<file path="src/rtl/core/crc32fc_pkg.sv">
`timescale 1ns / 1ps
// ----------------------------------------------------------------------------
// CRC-32 frame checker package
// Shared types, constants and the byte-wide CRC update.
// ----------------------------------------------------------------------------
package crc32fc_pkg;

  localparam logic [31:0] CrcPoly = 32'hEDB88320;
  localparam logic [31:0] CrcInit = 32'hFFFFFFFF;
  localparam logic [16:0] HdrBytes = 17'd32;
  localparam logic [16:0] MinFrame = 17'd36;
  localparam logic [16:0] IdxMax = 17'h1FFFF;

  typedef enum logic [2:0] {
    StOk       = 3'd0,
    StShort    = 3'd1,
    StTooLong  = 3'd2,
    StLenBad   = 3'd3,
    StCrcBad   = 3'd4,
    StVerBad   = 3'd5,
    StTypeBad  = 3'd6
  } status_e;

  typedef enum logic [1:0] {
    RegMaxPayload = 2'd0,
    RegVersion    = 2'd1,
    RegTypeMin    = 2'd2,
    RegTypeMax    = 2'd3
  } reg_e;

  typedef struct packed {
    logic [15:0] max_payload;
    logic [7:0]  expected_version;
    logic [7:0]  type_min;
    logic [7:0]  type_max;
  } cfg_t;

  // One queue entry handed from the front to the back part.
  typedef struct packed {
    logic        is_payload;
    logic        is_last;
    logic [7:0]  data;
    logic [16:0] len_total;
    logic [31:0] crc;
    logic [31:0] trailer;
    logic [7:0]  version;
    logic [7:0]  msg_type;
    logic [47:0] src_mac;
    logic [47:0] dst_mac;
    logic [15:0] src_id;
    logic [15:0] dst_id;
    logic [31:0] seq;
    logic [63:0] time_stamp;
    logic [15:0] len;
  } ent_t;

  function automatic logic [31:0] crc_byte(input logic [31:0] c, input logic [7:0] b);
    logic [31:0] r;
    r = c ^ {24'd0, b};
    for (int k = 0; k < 8; k++) begin
      r = r[0] ? ((r >> 1) ^ CrcPoly) : (r >> 1);
    end
    return r;
  endfunction

endpackage

</file>
<file path="src/rtl/core/crc32fc_front.sv">
`timescale 1ns / 1ps
// ----------------------------------------------------------------------------
// CRC-32 frame checker front end
// Parses the header, runs the CRC and classifies each byte into a queue entry.
// ----------------------------------------------------------------------------
module crc32fc_front (
  input  logic                clk_i,
  input  logic                rst_ni,
  input  logic                take_i,
  input  logic [7:0]          data_byte_i,
  input  logic                last_i,
  output crc32fc_pkg::ent_t   ent_o
);

  logic [16:0] idx_q, idx_d;
  logic [31:0] crc_q, crc_d;
  logic [31:0] trl_q, trl_d;
  logic [7:0]  ver_q, ver_d, typ_q, typ_d;
  logic [47:0] smac_q, smac_d, dmac_q, dmac_d;
  logic [15:0] sid_q, sid_d, did_q, did_d, len_q, len_d;
  logic [31:0] seq_q, seq_d;
  logic [63:0] tim_q, tim_d;
  logic        in_hdr, in_pay;

  always_comb begin
    in_hdr = idx_q < crc32fc_pkg::HdrBytes;
    in_pay = !in_hdr && ({1'b0, idx_q} < {1'b0, crc32fc_pkg::HdrBytes} + {2'b0, len_q});
    ver_d = ver_q; typ_d = typ_q; smac_d = smac_q; dmac_d = dmac_q;
    sid_d = sid_q; did_d = did_q; seq_d = seq_q; tim_d = tim_q; len_d = len_q;
    crc_d = crc_q; trl_d = trl_q;
    if (in_hdr) begin
      crc_d = crc32fc_pkg::crc_byte(crc_q, data_byte_i);
      if (idx_q == 17'd0) ver_d = data_byte_i;
      else if (idx_q == 17'd1) typ_d = data_byte_i;
      else if (idx_q < 17'd8) smac_d = {smac_q[39:0], data_byte_i};
      else if (idx_q < 17'd14) dmac_d = {dmac_q[39:0], data_byte_i};
      else if (idx_q < 17'd16) sid_d = {sid_q[7:0], data_byte_i};
      else if (idx_q < 17'd18) did_d = {did_q[7:0], data_byte_i};
      else if (idx_q < 17'd22) seq_d = {seq_q[23:0], data_byte_i};
      else if (idx_q < 17'd30) tim_d = {tim_q[55:0], data_byte_i};
      else len_d = {len_q[7:0], data_byte_i};
    end else if (in_pay) begin
      crc_d = crc32fc_pkg::crc_byte(crc_q, data_byte_i);
    end else begin
      trl_d = {trl_q[23:0], data_byte_i};
    end
    idx_d = (idx_q < crc32fc_pkg::IdxMax) ? idx_q + 17'd1 : idx_q;

    ent_o.is_payload = in_pay;
    ent_o.is_last    = last_i;
    ent_o.data       = data_byte_i;
    ent_o.len_total  = idx_d;
    ent_o.crc        = crc_d;
    ent_o.trailer    = trl_d;
    ent_o.version    = ver_d;
    ent_o.msg_type   = typ_d;
    ent_o.src_mac    = smac_d;
    ent_o.dst_mac    = dmac_d;
    ent_o.src_id     = sid_d;
    ent_o.dst_id     = did_d;
    ent_o.seq        = seq_d;
    ent_o.time_stamp = tim_d;
    ent_o.len        = len_d;
  end

  always_ff @(posedge clk_i or negedge rst_ni) begin
    if (!rst_ni) begin
      idx_q <= '0; crc_q <= crc32fc_pkg::CrcInit; trl_q <= '0;
      ver_q <= '0; typ_q <= '0; smac_q <= '0; dmac_q <= '0;
      sid_q <= '0; did_q <= '0; seq_q <= '0; tim_q <= '0; len_q <= '0;
    end else if (take_i) begin
      if (last_i) begin
        idx_q <= '0; crc_q <= crc32fc_pkg::CrcInit; trl_q <= '0;
        ver_q <= '0; typ_q <= '0; smac_q <= '0; dmac_q <= '0;
        sid_q <= '0; did_q <= '0; seq_q <= '0; tim_q <= '0; len_q <= '0;
      end else begin
        idx_q <= idx_d; crc_q <= crc_d; trl_q <= trl_d;
        ver_q <= ver_d; typ_q <= typ_d; smac_q <= smac_d; dmac_q <= dmac_d;
        sid_q <= sid_d; did_q <= did_d; seq_q <= seq_d; tim_q <= tim_d; len_q <= len_d;
      end
    end
  end

endmodule

</file>
<file path="config.mk">
export PLATFORM = sky130hd
export DESIGN_NAME = crc32fc_front
export DESIGN_NICKNAME = d
export VERILOG_FILES = /design/src/rtl/core/crc32fc_pkg.sv /design/src/rtl/core/crc32fc_front.sv
export SDC_FILE = /design/constraint.sdc
export NUM_CORES = 1
export LEC_CHECK = 0
export BUFFER_PORTS_ARGS = -buffer_cell sky130_fd_sc_hd__buf_4
export CAP_MARGIN = 20
export CORE_AREA = 2 2 281 283
export DETAILED_ROUTE_END_ITERATION = 7
export DIE_AREA = 0 0 283 285
export GPL_TIMING_DRIVEN = 0
export PLACE_DENSITY = 0.52
export SLEW_MARGIN = 20
export SYNTH_ARGS = -nofsm -noshare
export SYNTH_HDL_FRONTEND = slang
export SYNTH_SLANG_ARGS = --single-unit
</file>
<file path="constraint.sdc">
create_clock -name clk_i -period 3.6 [get_ports clk_i]
set_clock_uncertainty 0.2 [all_clocks]
set_input_delay 0.36 -clock clk_i [delete_from_list [all_inputs] [get_ports clk_i]]
set_output_delay 0.36 -clock clk_i [all_outputs]
set_load 0.02 [all_outputs]
</file>
# After elaboration in Yosys (flattened, before gate mapping)

Cells that the tools add are included.
W data, S select, Z words.

Word-level logic and storage cells: 114
Output and inout bits: 347
Bits in registers: 337
Input bits: 12

Bitwise operators: 9
Muxes and demuxes: 78
Reductions and logical operators: 3
Add/sub/neg operators: 2
Order comparisons: 9
Equality and inequality tests: 1

Operator list:

| operator                | count |
|---|---|
| $mux W32                | 23 |
| $mux W64                | 10 |
| $mux W48                | 11 |
| $mux W16                | 25 |
| $not A13 Y14            | 8 |
| $lt A17 B5 Y1 const B   | 4 |
| $mux W8                 | 7 |
| $lt A17 B4 Y1 const B   | 2 |
| $mux W17                | 2 |
| $xor A32 B8 Y32         | 1 |
| $add A17 B1 Y17 const B | 1 |
| $add A6 B16 Y17 const A | 1 |
| $eq A17 B1 Y1 const B   | 1 |
| $logic_not A17 Y1       | 1 |
| $lt A17 B17 Y1          | 1 |
| $lt A17 B17 Y1 const B  | 1 |
| $lt A17 B6 Y1 const B   | 1 |
| $logic_and A1 B1 Y1     | 1 |
| $logic_not A1 Y1        | 1 |

# Longest topological paths before layout

Gate-level depths: netlist of the first run.

Depth in word-level cells: 20
Depth in mapped cells: 16
Depth with buffers taken out: 13

# Worst setup path before layout of the first run

No wires, ideal clock.

Path kind: reg2out
Start point: register len_q[7]
End point: output ent_o[319] in the netlist's numbering
Path buffers: 3
Path slack: -0.376 ns
Stages on the path, launching flop included: 17
Arrival time: 3.416 ns
Data required time: 3.040 ns
Cell sequence: dfrtp_1 > clkbuf_1 > and3_1 > and3_1 > and3_1 > nand3_1 > xor2_1 > ha_1 > nand4_1 > nor3_1 > o311ai_0 > a21oi_1 > o21a_1 > clkbuf_1 > clkbuf_1 > nor2_1 > nor2_1

RTL lines:

| item                   | RTL line            | RTL |
|---|---|---|
| start, declared        | crc32fc_front.sv:20 | `logic [15:0] sid_q, sid_d, did_q, did_d, len_q, len_d;` |
| start signal, assigned | crc32fc_front.sv:79 | `sid_q <= sid_d; did_q <= did_d; seq_q <= seq_d; tim_q <= tim_d; len_q <= len_d;` |
| end, declared          | crc32fc_front.sv:12 | `output crc32fc_pkg::ent_t ent_o` |

==> metrics, run 1 <==
First-pass DRT Iterations 5; Post-synth EDFFs 0; Synth Warn # 0; port bufs 357; routability cong. 0.882; Routed WL per cell 24.6 µm; Max FO, Critical Path 5; Worst setup SP type flop; internal power 11.0 mW; layout net count 2403; Mean Syn Cell Area 10.6 µm²; area leader, netlist dfrtp_1; library cells used by synthesis 53; row cnt 103; crit path buf inv count 4; clock sink total 337; slowest stage cell, crit path dfrtp_1; Final setup viols 65; Initial Util 0.257; pwr dens 633 mW/mm²; Total GRT Usage 0.198; Mapped Area 0.0200 mm²; max-slew violations 0; Worst path max stage delay 0.40 ns; die height 285 µm; proportion of layout cells with a drive suffix above 1 0.446; CTS root buf clkbuf_16; Final min period 4.29 ns; top cell type's share of synthesized area 0.381; Max-Cap Viols 0; DRC 0; Tightest Pin Transition 1.19 ns; Worst Setup End Kind primary output; TritonCTS buffer count 43; kind of critical path flop to primary output; DP Cell Count 3308; top cell family by delay on the critical path simple AND/OR/NAND/NOR gates; failing checks setup timing; synth cell count leaders dfrtp_1 (305), a22oi_1 (240), o2bb2ai_1 (240); Area Overhead vs Synth 43.0%; Seq pwr share 0.266; top-count cell post-synth dfrtp_1; Slew HR 0.204; dominant cells by area after synthesis dfrtp_1 (38%), mux2_2 (13%), o2bb2ai_1 (10%), a22oi_1 (9.0%), dfstp_2 (4.2%); Leakage 12.4 nW; vias 18400; htree depth 2; CP arrival 3.73 ns; maximum clock frequency 233 MHz; Pwr Total 18.2 mW; Top cell by count, worst path and3_4; largest net degree at the start of global routing 93; asr flop ratio synth 1.00; Tcrit/Tclk final 1.19; I/O pins 359; DR iter-0 viols 1481; Core Util, Final 0.368; Seq/Total Area, Yosys 0.423; final wirelength 84900 µm; status finished with violations; Final ANT Viol Nets 0; Hold Vio Cnt, Final 0; Combinational Power Share 0.485; Switching Fraction 0.396; most used flip-flop cell after synthesis dfrtp_1; CP required 3.04 ns; kind of path behind the tightest hold check input port to async pin; Post-Layout Cell Count 3457; Synth Register Bits 337; post-DR vias/cell 5.31; total grt overflow 0; worst-path cell chain and3_4, and3_4, and3_4, buf_4, xnor2_1, ha_1, a21oi_1, o21ai_0, nand2b_1, nand4b_1, o21ai_4, buf_12, clkbuf_8, nand2_1, nand2_4, buf_6; DP HPWL 58800 µm; vias in the first global route 18100; global-route wire length before repair 123000 µm; clk_lat worst skew 0.59 ns; Psw 7.19 mW; CTS tree done; Bufs on Longest Clock Path 3; RSZ-0062 raised after global routing true; VDD IR-drop max 0.000813 V; initial antenna violation count 6; Die Area 0.0807 mm²; hold_ws 0.152 ns; Mapped Cells 1897; die width 283 µm; CTS clk-pin slew, worst paths 0.06 ns; Core ar. 0.0780 mm²; min setup slack post-route -0.693 ns; syn nets 1929; Clk pwr share 0.248
## power groups by stage
stage / Sequential (mW) / Clock (mW) / Combinational (mW)
after CTS: 4.77 / 4.60 / 8.15
final: 4.83 / 4.51 / 8.81
after global placement: 4.80 / 0 / 7.11
after floorplan: 4.66 / 0 / 4.42
after global routing: 4.89 / 4.76 / 9.24
after detailed placement: 4.81 / 0 / 7.16
## layer usage
layer,GRT usage,part of all wire,vias to the layer above
li1,-,-,8211
met1,0.265,0.43,9382
met2,0.324,0.48,652
met3,0.0433,0.065,118
met4,0.0487,0.024,0
met5,0,0,-
## registers in the layout (all words and copies together) (netlist names)
name    cells
idx_q      17
crc_q      32
sid_q      16
seq_q      32
typ_q       8
tim_q      64
trl_q      32
smac_q     48
did_q      16
len_q      16
ver_q       8
dmac_q     48
## worst reg2reg max path, cell delays in order (launching register included)
cell	delay (ns)
dfrtp_1	0.40
and3_4	0.19
and3_4	0.17
and3_4	0.18
buf_4	0.13
xnor2_1	0.12
ha_1	0.30
a21oi_1	0.17
o21ai_0	0.10
nand2b_1	0.07
nand4b_1	0.22
o21ai_4	0.40
buf_12	0.19
clkbuf_16	0.17
nand2_4	0.05
buf_4	0.13
buf_4	0.12
o22a_1	0.20
## stage by stage
step / setup slack, ns / instance area (µm²) / setup TNS, ns
floorplan: 0.00222 / 20200 / 0
global placement: -1.52 / 24200 / -548.56
detailed placement: -1.03 / 24300 / -90.53
CTS: -0.755 / 27200 / -44.99
global route: -0.872 / 28700 / -56.61
finish: -0.693 / 28700 / -40.35
## layout make-up
type | count | area [µm²]
Sequential cell | 337 | 8480
Timing Repair Buffer | 433 | 3910
Fill cell | 7666 | 49300
Buffer | 203 | 1390
Clock buffer | 62 | 1250
Inverter | 35 | 131
Multi-Input combinational cell | 1318 | 12000
Antenna cell | 3 | 7.51
Clock inverter | 16 | 196
Tap cell | 1050 | 1310
## cells by family after synthesis
kind of cell,count (synthesis),share of synthesized area
compound gates,665,0.259
xor+xnor,97,0.0450
buf+inv,243,0.0528
fa+ha+maj,20,0.0125
mux,246,0.138
simple gates,289,0.0694
flops,337,0.423
## final timing paths
path,cells past startpoint,end,slack (ns),start
setup / recovery,16,ent_o[256],-0.69,len_q[7]
hold / removal,2,len_q[7],0.15,rst_ni
setup reg to reg,17,crc_q[27],0.04,len_q[7]
hold reg to reg,1,typ_q[1],0.31,typ_q[1]
max in group asynchronous,4,tim_q[44],1.70,rst_ni
min in group clk_i,1,typ_q[1],0.31,typ_q[1]
## timing repair
action / in CTS / in global routing
gates cloned: 8 / 10
pin swaps: 39 / 51
buffers inserted: 32 / 23
hold buffers: 2 / 0
gates resized for setup: 273 / 301
endpoints found under the hold margin: 73 / 0
endpoints found under the setup margin: 368 / 323
## placed cells by master, fill, tap and decap left out, drive strengths merged, types with 13 or more instances in the layout
| cell type | instances |
|---|---|
| a22o | 19 |
| inv | 36 |
| xnor2 | 63 |
| or3 | 18 |
| a2bb2oi | 13 |
| o2bb2ai | 240 |
| a22oi | 240 |
| buf | 496 |
| o21ai | 69 |
| mux2 | 246 |
| ha | 20 |
| o22a | 20 |
| dfrtp | 305 |
| dfstp | 32 |
| nand2 | 172 |
| nor2 | 29 |
| o311ai | 25 |
| nand3 | 16 |
| clkbuf | 200 |
| xor2 | 34 |
Note: power is estimated with default switching activity, not from simulation.
==> inputs of run 2 (changes only) <==
- GPL_TIMING_DRIVEN: 0 -> not set
==> run 2 against run 1 <==
- critical path type unchanged
- register-to-register slack better by 0.04 ns
- flip-flop and latch count is the same
- sequential power about the same
- via count decreased by 6.0%
- power down 4.4%
- wire length fell by 15%
- the run still ends with setup timing left
- worst setup slack improved by 0.16 ns
- critical endpoint is now ent_o[318]
- non-clock buffer count decreased by 161
- sequential share of layout area grew 1.9 points
- global-route usage is 2.8 points lower
- largest power group unchanged
- core utilization fell by 2.2 points
- design area shrank 5.9%
==> metrics, run 2 (same netlist as run 1, synthesis figures left out) <==
status finished with violations (unchanged); failing checks setup timing (unchanged); pwr dens 643 mW/mm² (was 633 mW/mm²); most frequent cells in the layout buf_4 (369), dfrtp_1 (296), a22oi_1 (240), o2bb2ai_1 (240), mux2_2 (229) (was buf_4 (333), dfrtp_1 (300), a22oi_1 (240), o2bb2ai_1 (240), mux2_2 (224)); met1 usage 0.234 (was 0.265); clock sink total 337 (unchanged); Tcrit/Tclk final 1.15 (was 1.19); clk_lat worst skew 0.57 ns (was 0.59 ns); Worst setup SP type flop (unchanged); fin area 0.0270 mm² (was 0.0287 mm²); vias in the first global route 17000 (was 18100); RSZ-0062 raised after global routing true (unchanged); Hold Vio Cnt, Final 0 (unchanged); Final ANT Viol Nets 0 (unchanged); TritonCTS buffer count 43 (unchanged); post-DR vias/cell 5.24 (was 5.31); Final setup viols 65 (unchanged); R2R Setup Slk 0.08 ns (was 0.04 ns); Worst path max stage delay 0.34 ns (was 0.40 ns); Final min period 4.14 ns (was 4.29 ns); maximum clock frequency 242 MHz (was 233 MHz); largest net degree at the start of global routing 134 (was 93); final wirelength 72000 µm (was 84900 µm); met2 Resource Use GR 0.279 (was 0.324); multi-input logic area 0.0113 mm² (was 0.0120 mm²); total grt overflow 0 (unchanged); biggest regs tim_q: 64 flops, dmac_q: 48 flops, smac_q: 48 flops (unchanged); Hold Path Origin data_byte_i[6]; layout net count 2241 (was 2403); port bufs 358 (was 357); Area Overhead vs Synth 34.6% (was 43.0%); Top cell by count, worst path and3_4 (unchanged); worst-path cell chain and3_4, and3_4, and3_4, nand3_2, xor2_1, ha_1, nand4_1, nor3_2, o311ai_2, a21oi_1, buf_4, o21a_4, buf_4, buf_12, nor2_1, nor2_2, buf_6 (was and3_4, and3_4, and3_4, buf_4, xnor2_1, ha_1, a21oi_1, o21ai_0, nand2b_1, nand4b_1, o21ai_4, buf_12, clkbuf_8, nand2_1, nand2_4, buf_6); most common cell after layout, fill and taps aside buf_4 (unchanged); die width 283 µm (unchanged); Slew HR 0.376 (was 0.204); Reg2Reg Depth 16 (was 17); row cnt 103 (unchanged); CTS clk-pin slew, worst paths 0.06 ns (about the same); Max-Cap Viols 0 (unchanged); htree depth 2 (unchanged); Critical R2R Launch len_q[9] (was len_q[7]); vias 17300 (was 18400); CP required 3.04 ns (about the same); met3 Use GR 0.0264 (was 0.0433); hold path depth 3; First-pass DRT Iterations 5 (unchanged); Largest register FFs 64 (unchanged); CTS root buf clkbuf_16 (unchanged); DRC 0 (unchanged); Initial Util 0.257 (unchanged); initial antenna violation count 1 (was 6); Leakage 11.6 nW (was 12.4 nW); kind of path behind the tightest hold check input port to flop (was input port to async pin); Core ar. 0.0780 mm² (unchanged); Routed WL per cell 21.9 µm (was 24.6 µm); die height 285 µm (unchanged); max-slew violations 0 (unchanged); DR iter-0 viols 1209 (was 1481); routability cong. 0.850 (was 0.882); I/O pins 359 (unchanged); Total GRT Usage 0.170 (was 0.198); proportion of layout cells with a drive suffix above 1 0.431 (was 0.446); CTS tree done (unchanged); VDD IR-drop max 0.00102 V (was 0.000813 V); Max FO, Critical Path 5 (unchanged); Bufs on Longest Clock Path 3 (unchanged); DP HPWL 45500 µm (was 58800 µm); Die Area 0.0807 mm² (unchanged); global-route wire length before repair 109000 µm (was 123000 µm); Largest Register tim_q (unchanged); # fillers 7743 (was 7666); Worst Hold End trl_q[6]; kind of critical path flop to primary output (unchanged); placed instance area 0.0243 mm² (about the same); slowest stage cell, crit path dfrtp_1 (unchanged); RR Endpoint trl_q[19] (was crc_q[27]); CP arrival 3.58 ns (was 3.73 ns); Worst Setup End Kind primary output (unchanged); Tightest Pin Transition 0.936 ns (was 1.19 ns); min setup slack post-route -0.536 ns (was -0.693 ns); storage element area 0.00848 mm² (about the same); Core Util, Final 0.346 (was 0.368); Top Usage Layer GRT met2 (unchanged)
-- run 2: cell types whose count changed in the layout (fill, tap and decap cells not counted), moves of 12 or more --
cell and delta:
nand2_2 +31, clkbuf_1 -93, buf_4 +36, mux2_4 -14
buf_12 +12, buf_8 -15, clkbuf_2 -19, buf_6 -33
buf_2 -32, o21ai_2 +19, nand2_4 -36, o21ai_4 -21
-- run 2: routing by layer --
| layer | share of wire | wire length [µm] |
|---|---|---|
| met5 | 0 | 0 |
| met4 | 0.023 | 1630 |
| met3 | 0.046 | 3320 |
| met2 | 0.48 | 34700 |
| met1 | 0.45 | 32300 |
-- run 2: worst max-delay path: cells and delay by family (launching register included) --
| kind | cells | cell delay [ns] |
|---|---|---|
| AOI/OAI and AO/OA | 3 | 0.51 |
| and+or+nand+nor | 8 | 1.14 |
| buffers and inverters | 4 | 0.55 |
| DFF | 1 | 0.34 |
| adders and majority gates | 1 | 0.30 |
| xor gates and xnor gates | 1 | 0.14 |
-- run 2: repair_timing --
action,4_1_cts,5_1_grt
setup endpoints to repair,253,112
pin swaps,15,17
resized for setup,149,98
gates cloned,6,5
hold buffers,3,0
hold endpoints to repair,94,0
setup buffers,9,4
-- run 2: layout make-up --
class                           instances  area share
Sequential cell                       337       0.314
Antenna cell                            1   0.0000927
Timing Repair Buffer                  475       0.161
Multi-Input combinational cell       1317       0.417
Clock buffer                           64      0.0462
Inverter                               35     0.00515
Tap cell                             1050      0.0487
Clock inverter                         12     0.00691
-- run 2: power by group --
group | switching, mW | leakage (nW) | internal [mW]
Clock | 1.77 | 0.688 | 2.68
Sequential | 0.496 | 4.53 | 4.30
Combinational | 4.41 | 6.34 | 3.69
Total | 6.68 | 11.6 | 10.7
-- run 2: metrics by stage --
step	total power, mW	hold WS [ns]	setup TNS (ns)	instances	setup WS [ns]
3_5_place_dp	11.9	0.292	-1.11	3187	-0.113
4_1_cts	17.3	0.157	-29.68	3281	-0.550
3_3_place_gp	11.9	0.288	-0.106	3187	-0.0270
2_1_floorplan	9.08	-0.136	0	1897	0.00222
5_1_grt	18.2	0.183	-45.11	3291	-0.754
6_report	17.4	0.177	-29.78	3291	-0.536
-- run 2: worst max path at each step --
stage | from | to | slack (ns) | depth (start not counted)
floorplan | len_q[7] | ent_o[319] | 0.002 | 16
global placement | len_q[7] | ent_o[319] | -0.03 | 16
detailed placement | len_q[9] | trl_q[26] | -0.11 | 16
CTS | len_q[9] | ent_o[261] | -0.55 | 17
global route | len_q[9] | ent_o[300] | -0.75 | 17
finish | len_q[9] | ent_o[318] | -0.54 | 17
==> inputs of run 3 (changes only) <==
--- a/config.mk
+++ b/config.mk
@@ -7,8 +7,9 @@
 export LEC_CHECK = 0
+export ABC_AREA = 1
 export BUFFER_PORTS_ARGS = -buffer_cell sky130_fd_sc_hd__buf_4
 export CAP_MARGIN = 20
-export CORE_AREA = 2 2 281 283
+export CORE_AREA = 2 2 284 286
 export DETAILED_ROUTE_END_ITERATION = 7
-export DIE_AREA = 0 0 283 285
-export PLACE_DENSITY = 0.52
+export DIE_AREA = 0 0 286 288
+export PLACE_DENSITY = 0.51
 export SLEW_MARGIN = 20
==> constraint.sdc (replaced) <==
create_clock -name clk_i -period 3.6 [get_ports clk_i]
set_clock_uncertainty 0.2 [all_clocks]
set_input_delay 0.18 -clock clk_i [delete_from_list [all_inputs] [get_ports clk_i]]
set_output_delay 0.18 -clock clk_i [all_outputs]
set_load 0.02 [all_outputs]
==> run 3 against run 2 <==
- the run still ends with setup timing left
- largest cell class unchanged
- largest power group unchanged
- core utilization down 0.50 points
- via count up 15%
- design area up 0.65%
- critical path depth up 3
- critical path type unchanged
- first-iteration DRC count up 29%
- highest routed layer unchanged
- die area up 2.1%
==> metrics, run 3 <==
die height 288 µm (was 285 µm); syn nets 2972 (was 1929); RSZ-0062 raised after global routing true (unchanged); DR iter-0 viols 1556 (was 1209); Mean Syn Cell Area 6.96 µm² (was 10.6 µm²); DP Cell Count 4231 (was 3187); Hold Path Origin take_i (was data_byte_i[6]); VDD IR-drop max 0.000493 V (was 0.00102 V); I/O pins 359 (unchanged); top-count cell post-synth nand2_1 (was dfrtp_1); CP required 3.22 ns (was 3.04 ns); Synth Register Bits 337 (unchanged); Slew HR 0.409 (was 0.376); initial antenna violation count 5 (was 1); proportion of layout cells with a drive suffix above 1 0.221 (was 0.431); Final ANT Viol Nets 0 (unchanged); Worst Hold End tim_q[63] (was trl_q[6]); clock sink total 337 (unchanged); Worst setup SP type flop (unchanged); TritonCTS buffer count 46 (was 43); maximum clock frequency 251 MHz (was 242 MHz); vias in the first global route 18600 (was 17000); Initial Util 0.257 (about the same); most common cell after layout, fill and taps aside nand2_1 (was buf_4); failing checks setup timing (unchanged); htree depth 2 (unchanged); Tcrit/Tclk final 1.11 (was 1.15); pwr dens 577 mW/mm² (was 643 mW/mm²); Die Area 0.0824 mm² (was 0.0807 mm²); largest net degree at the start of global routing 165 (was 134); Post-synth EDFFs 0 (unchanged); First-pass DRT Iterations 7 (was 5); port bufs 358 (unchanged); hold path depth 3 (unchanged); Core ar. 0.0796 mm² (was 0.0780 mm²); Bufs on Longest Clock Path 3 (unchanged); Final min period 3.98 ns (was 4.14 ns); worst-path cell chain buf_6, nand3_4, nor2_4, nand4_1, nor2_2, nand2_1, xor2_1, ha_1, nand2_1, nor2_2, and2_4, nand3b_1, nand3_4, nand2_8, buf_6, clkbuf_16, buf_6, o21ai_2, inv_1, buf_6 (was and3_4, and3_4, and3_4, nand3_2, xor2_1, ha_1, nand4_1, nor3_2, o311ai_2, a21oi_1, buf_4, o21a_4, buf_4, buf_12, nor2_1, nor2_2, buf_6); Post-Layout Cell Count 4350 (was 3291); row cnt 104 (was 103); biggest regs tim_q: 64 flops, dmac_q: 48 flops, smac_q: 48 flops (unchanged); kind of critical path flop to primary output (unchanged); CP arrival 3.60 ns (was 3.58 ns); Area Overhead vs Synth 32.7% (was 34.6%); placed instance area 0.0243 mm² (about the same); global-route wire length before repair 116000 µm (was 109000 µm); Seq/Total Area, Yosys 0.414 (was 0.423); area leader, netlist dfrtp_1 (unchanged); Worst Setup End Kind primary output (unchanged); # diodes 0 (was 1); routability cong. 0.829 (was 0.850); most used flip-flop cell after synthesis dfrtp_1 (unchanged); Hold Vio Cnt, Final 0 (unchanged); clk_lat worst skew 0.59 ns (was 0.57 ns); synth cell count leaders nand2_1 (952), inv_1 (368), o21ai_0 (309) (was dfrtp_1 (305), a22oi_1 (240), o2bb2ai_1 (240)); DP HPWL 52200 µm (was 45500 µm); Synth Warn # 0 (unchanged); CTS clk-pin slew, worst paths 0.06 ns (about the same); Mapped Area 0.0205 mm² (was 0.0200 mm²); Tightest Pin Transition 0.887 ns (was 0.936 ns); Top cell by count, worst path buf_6 (was and3_4); Reg2Reg Depth 21 (was 16); Worst path max stage delay 0.38 ns (was 0.34 ns); dpl ws 0.102 ns (was -0.113 ns); Core Util, Final 0.341 (was 0.346); Routed WL per cell 17.9 µm (was 21.9 µm); vias 19900 (was 17300); Max-Cap Viols 0 (unchanged); max-slew violations 0 (unchanged); DRC 0 (unchanged); RR Endpoint trl_q[13] (was trl_q[19]); most frequent cells in the layout nand2_1 (880), inv_1 (361), buf_4 (340) (was buf_4 (369), dfrtp_1 (296), a22oi_1 (240), o2bb2ai_1 (240), mux2_2 (229)); Critical R2R Launch len_q[5] (was len_q[9]); total grt overflow 0 (unchanged); library cells used by synthesis 43 (was 53); Final setup viols 64 (was 65); Total GRT Usage 0.181 (was 0.170); min setup slack post-route -0.381 ns (was -0.536 ns); top cell type's share of synthesized area 0.373 (was 0.381); asr flop ratio synth 1.00 (unchanged); Largest Register tim_q (unchanged); CTS root buf clkbuf_16 (unchanged); kind of path behind the tightest hold check input port to flop (unchanged); die width 286 µm (was 283 µm); multi-input logic area 0.0103 mm² (was 0.0113 mm²); fin area 0.0272 mm² (was 0.0270 mm²); status finished with violations (unchanged); Mapped Cells 2940 (was 1897); # fillers 8592 (was 7743); slowest stage cell, crit path dfrtp_1 (unchanged); Max FO, Critical Path 6 (was 5); Largest register FFs 64 (unchanged); final wirelength 77700 µm (was 72000 µm); layout net count 3287 (was 2241); R2R Setup Slk 0.23 ns (was 0.08 ns); CTS tree done (unchanged); Leakage 12.8 nW (was 11.6 nW); storage element area 0.00847 mm² (was 0.00848 mm²); post-DR vias/cell 4.58 (was 5.24); dominant cells by area after synthesis dfrtp_1 (37%), nand2_1 (17%), o21ai_0 (7.6%), inv_1 (6.8%), dfstp_2 (4.1%) (was dfrtp_1 (38%), mux2_2 (13%), o2bb2ai_1 (10%), a22oi_1 (9.0%), dfstp_2 (4.2%))
## run 3: changes by cell type after synthesis, sizes merged, moves of 240 or more
cell	change
mux2	-246
inv	+343
o2bb2ai	-240
nand2	+785
a22oi	-240
o21ai	+397
## run 3: critical path, delay by kind of cell (launching register included)
family                   cells  cell delay (ns)
AND/OR/NAND/NOR             11             1.33
flip-flops                   1             0.38
buffers and inverters        6             0.75
XOR/XNOR                     1             0.14
adder cells (fa/ha/maj)      1             0.30
AO/OA/AOI/OAI                1             0.12
## run 3: final cells by class
cell class              count  area share
repair buffers            447       0.148
clock buffers              63      0.0485
well taps                1060      0.0488
clock inverters            20      0.0113
multi-input cells        2044       0.379
inverters                 379      0.0529
flip-flops and latches    337       0.312
## run 3: worst max-delay path by stage
stage,from,end,slack (ns),depth (start not counted)
3_3_place_gp,len_q[5],ent_o[297],0.1,20
2_1_floorplan,len_q[5],trl_q[10],0.20,19
5_1_grt,len_q[5],ent_o[293],-0.63,19
3_5_place_dp,len_q[5],ent_o[297],0.10,20
4_1_cts,len_q[6],ent_o[288],-0.34,18
6_report,len_q[5],ent_o[294],-0.38,20
## run 3: logic make-up after synthesis
| group | synth area share |
|---|---|
| AND/OR/NAND/NOR | 0.268 |
| AO/OA/AOI/OAI | 0.168 |
| buffers and inverters | 0.114 |
| flip-flops | 0.414 |
| XOR/XNOR | 0.0227 |
| adder cells (fa/ha/maj) | 0.0122 |
## run 3: where the power goes
| part | internal, mW | leakage, nW | switching, mW | total, mW |
|---|---|---|---|---|
| Sequential | 4.22 | 4.56 | 0.308 | 4.52 |
| Combinational | 2.30 | 7.42 | 3.85 | 6.16 |
| Clock | 3.06 | 0.795 | 1.92 | 4.98 |
## run 3: routing by layer
layer | GRT usage | routed length [µm]
met1 | 0.245 | 35000
met2 | 0.294 | 36500
met3 | 0.0392 | 4790
met4 | 0.0446 | 1490
met5 | 0 | 0
## run 3: through the flow
stage	hold slack (ns)	setup TNS [ns]	power [mW]
2_1_floorplan	-0.316	0	7.84
3_3_place_gp	0.0402	0	10.1
3_5_place_dp	0.0405	0	10.1
4_1_cts	0.0270	-16.89	15.6
6_report	0.0149	-17.01	15.7
5_1_grt	0.0432	-34.15	16.6
## run 3: repair_timing
item | 4_1_cts | 5_1_grt
hold buffers | 11 | 0
gates resized for setup | 87 | 197
cloned | 2 | 5
endpoints found under the setup margin | 64 | 127
buffers inserted | 6 | 15
pin swaps | 4 | 22
hold endpoints to repair | 342 | 0
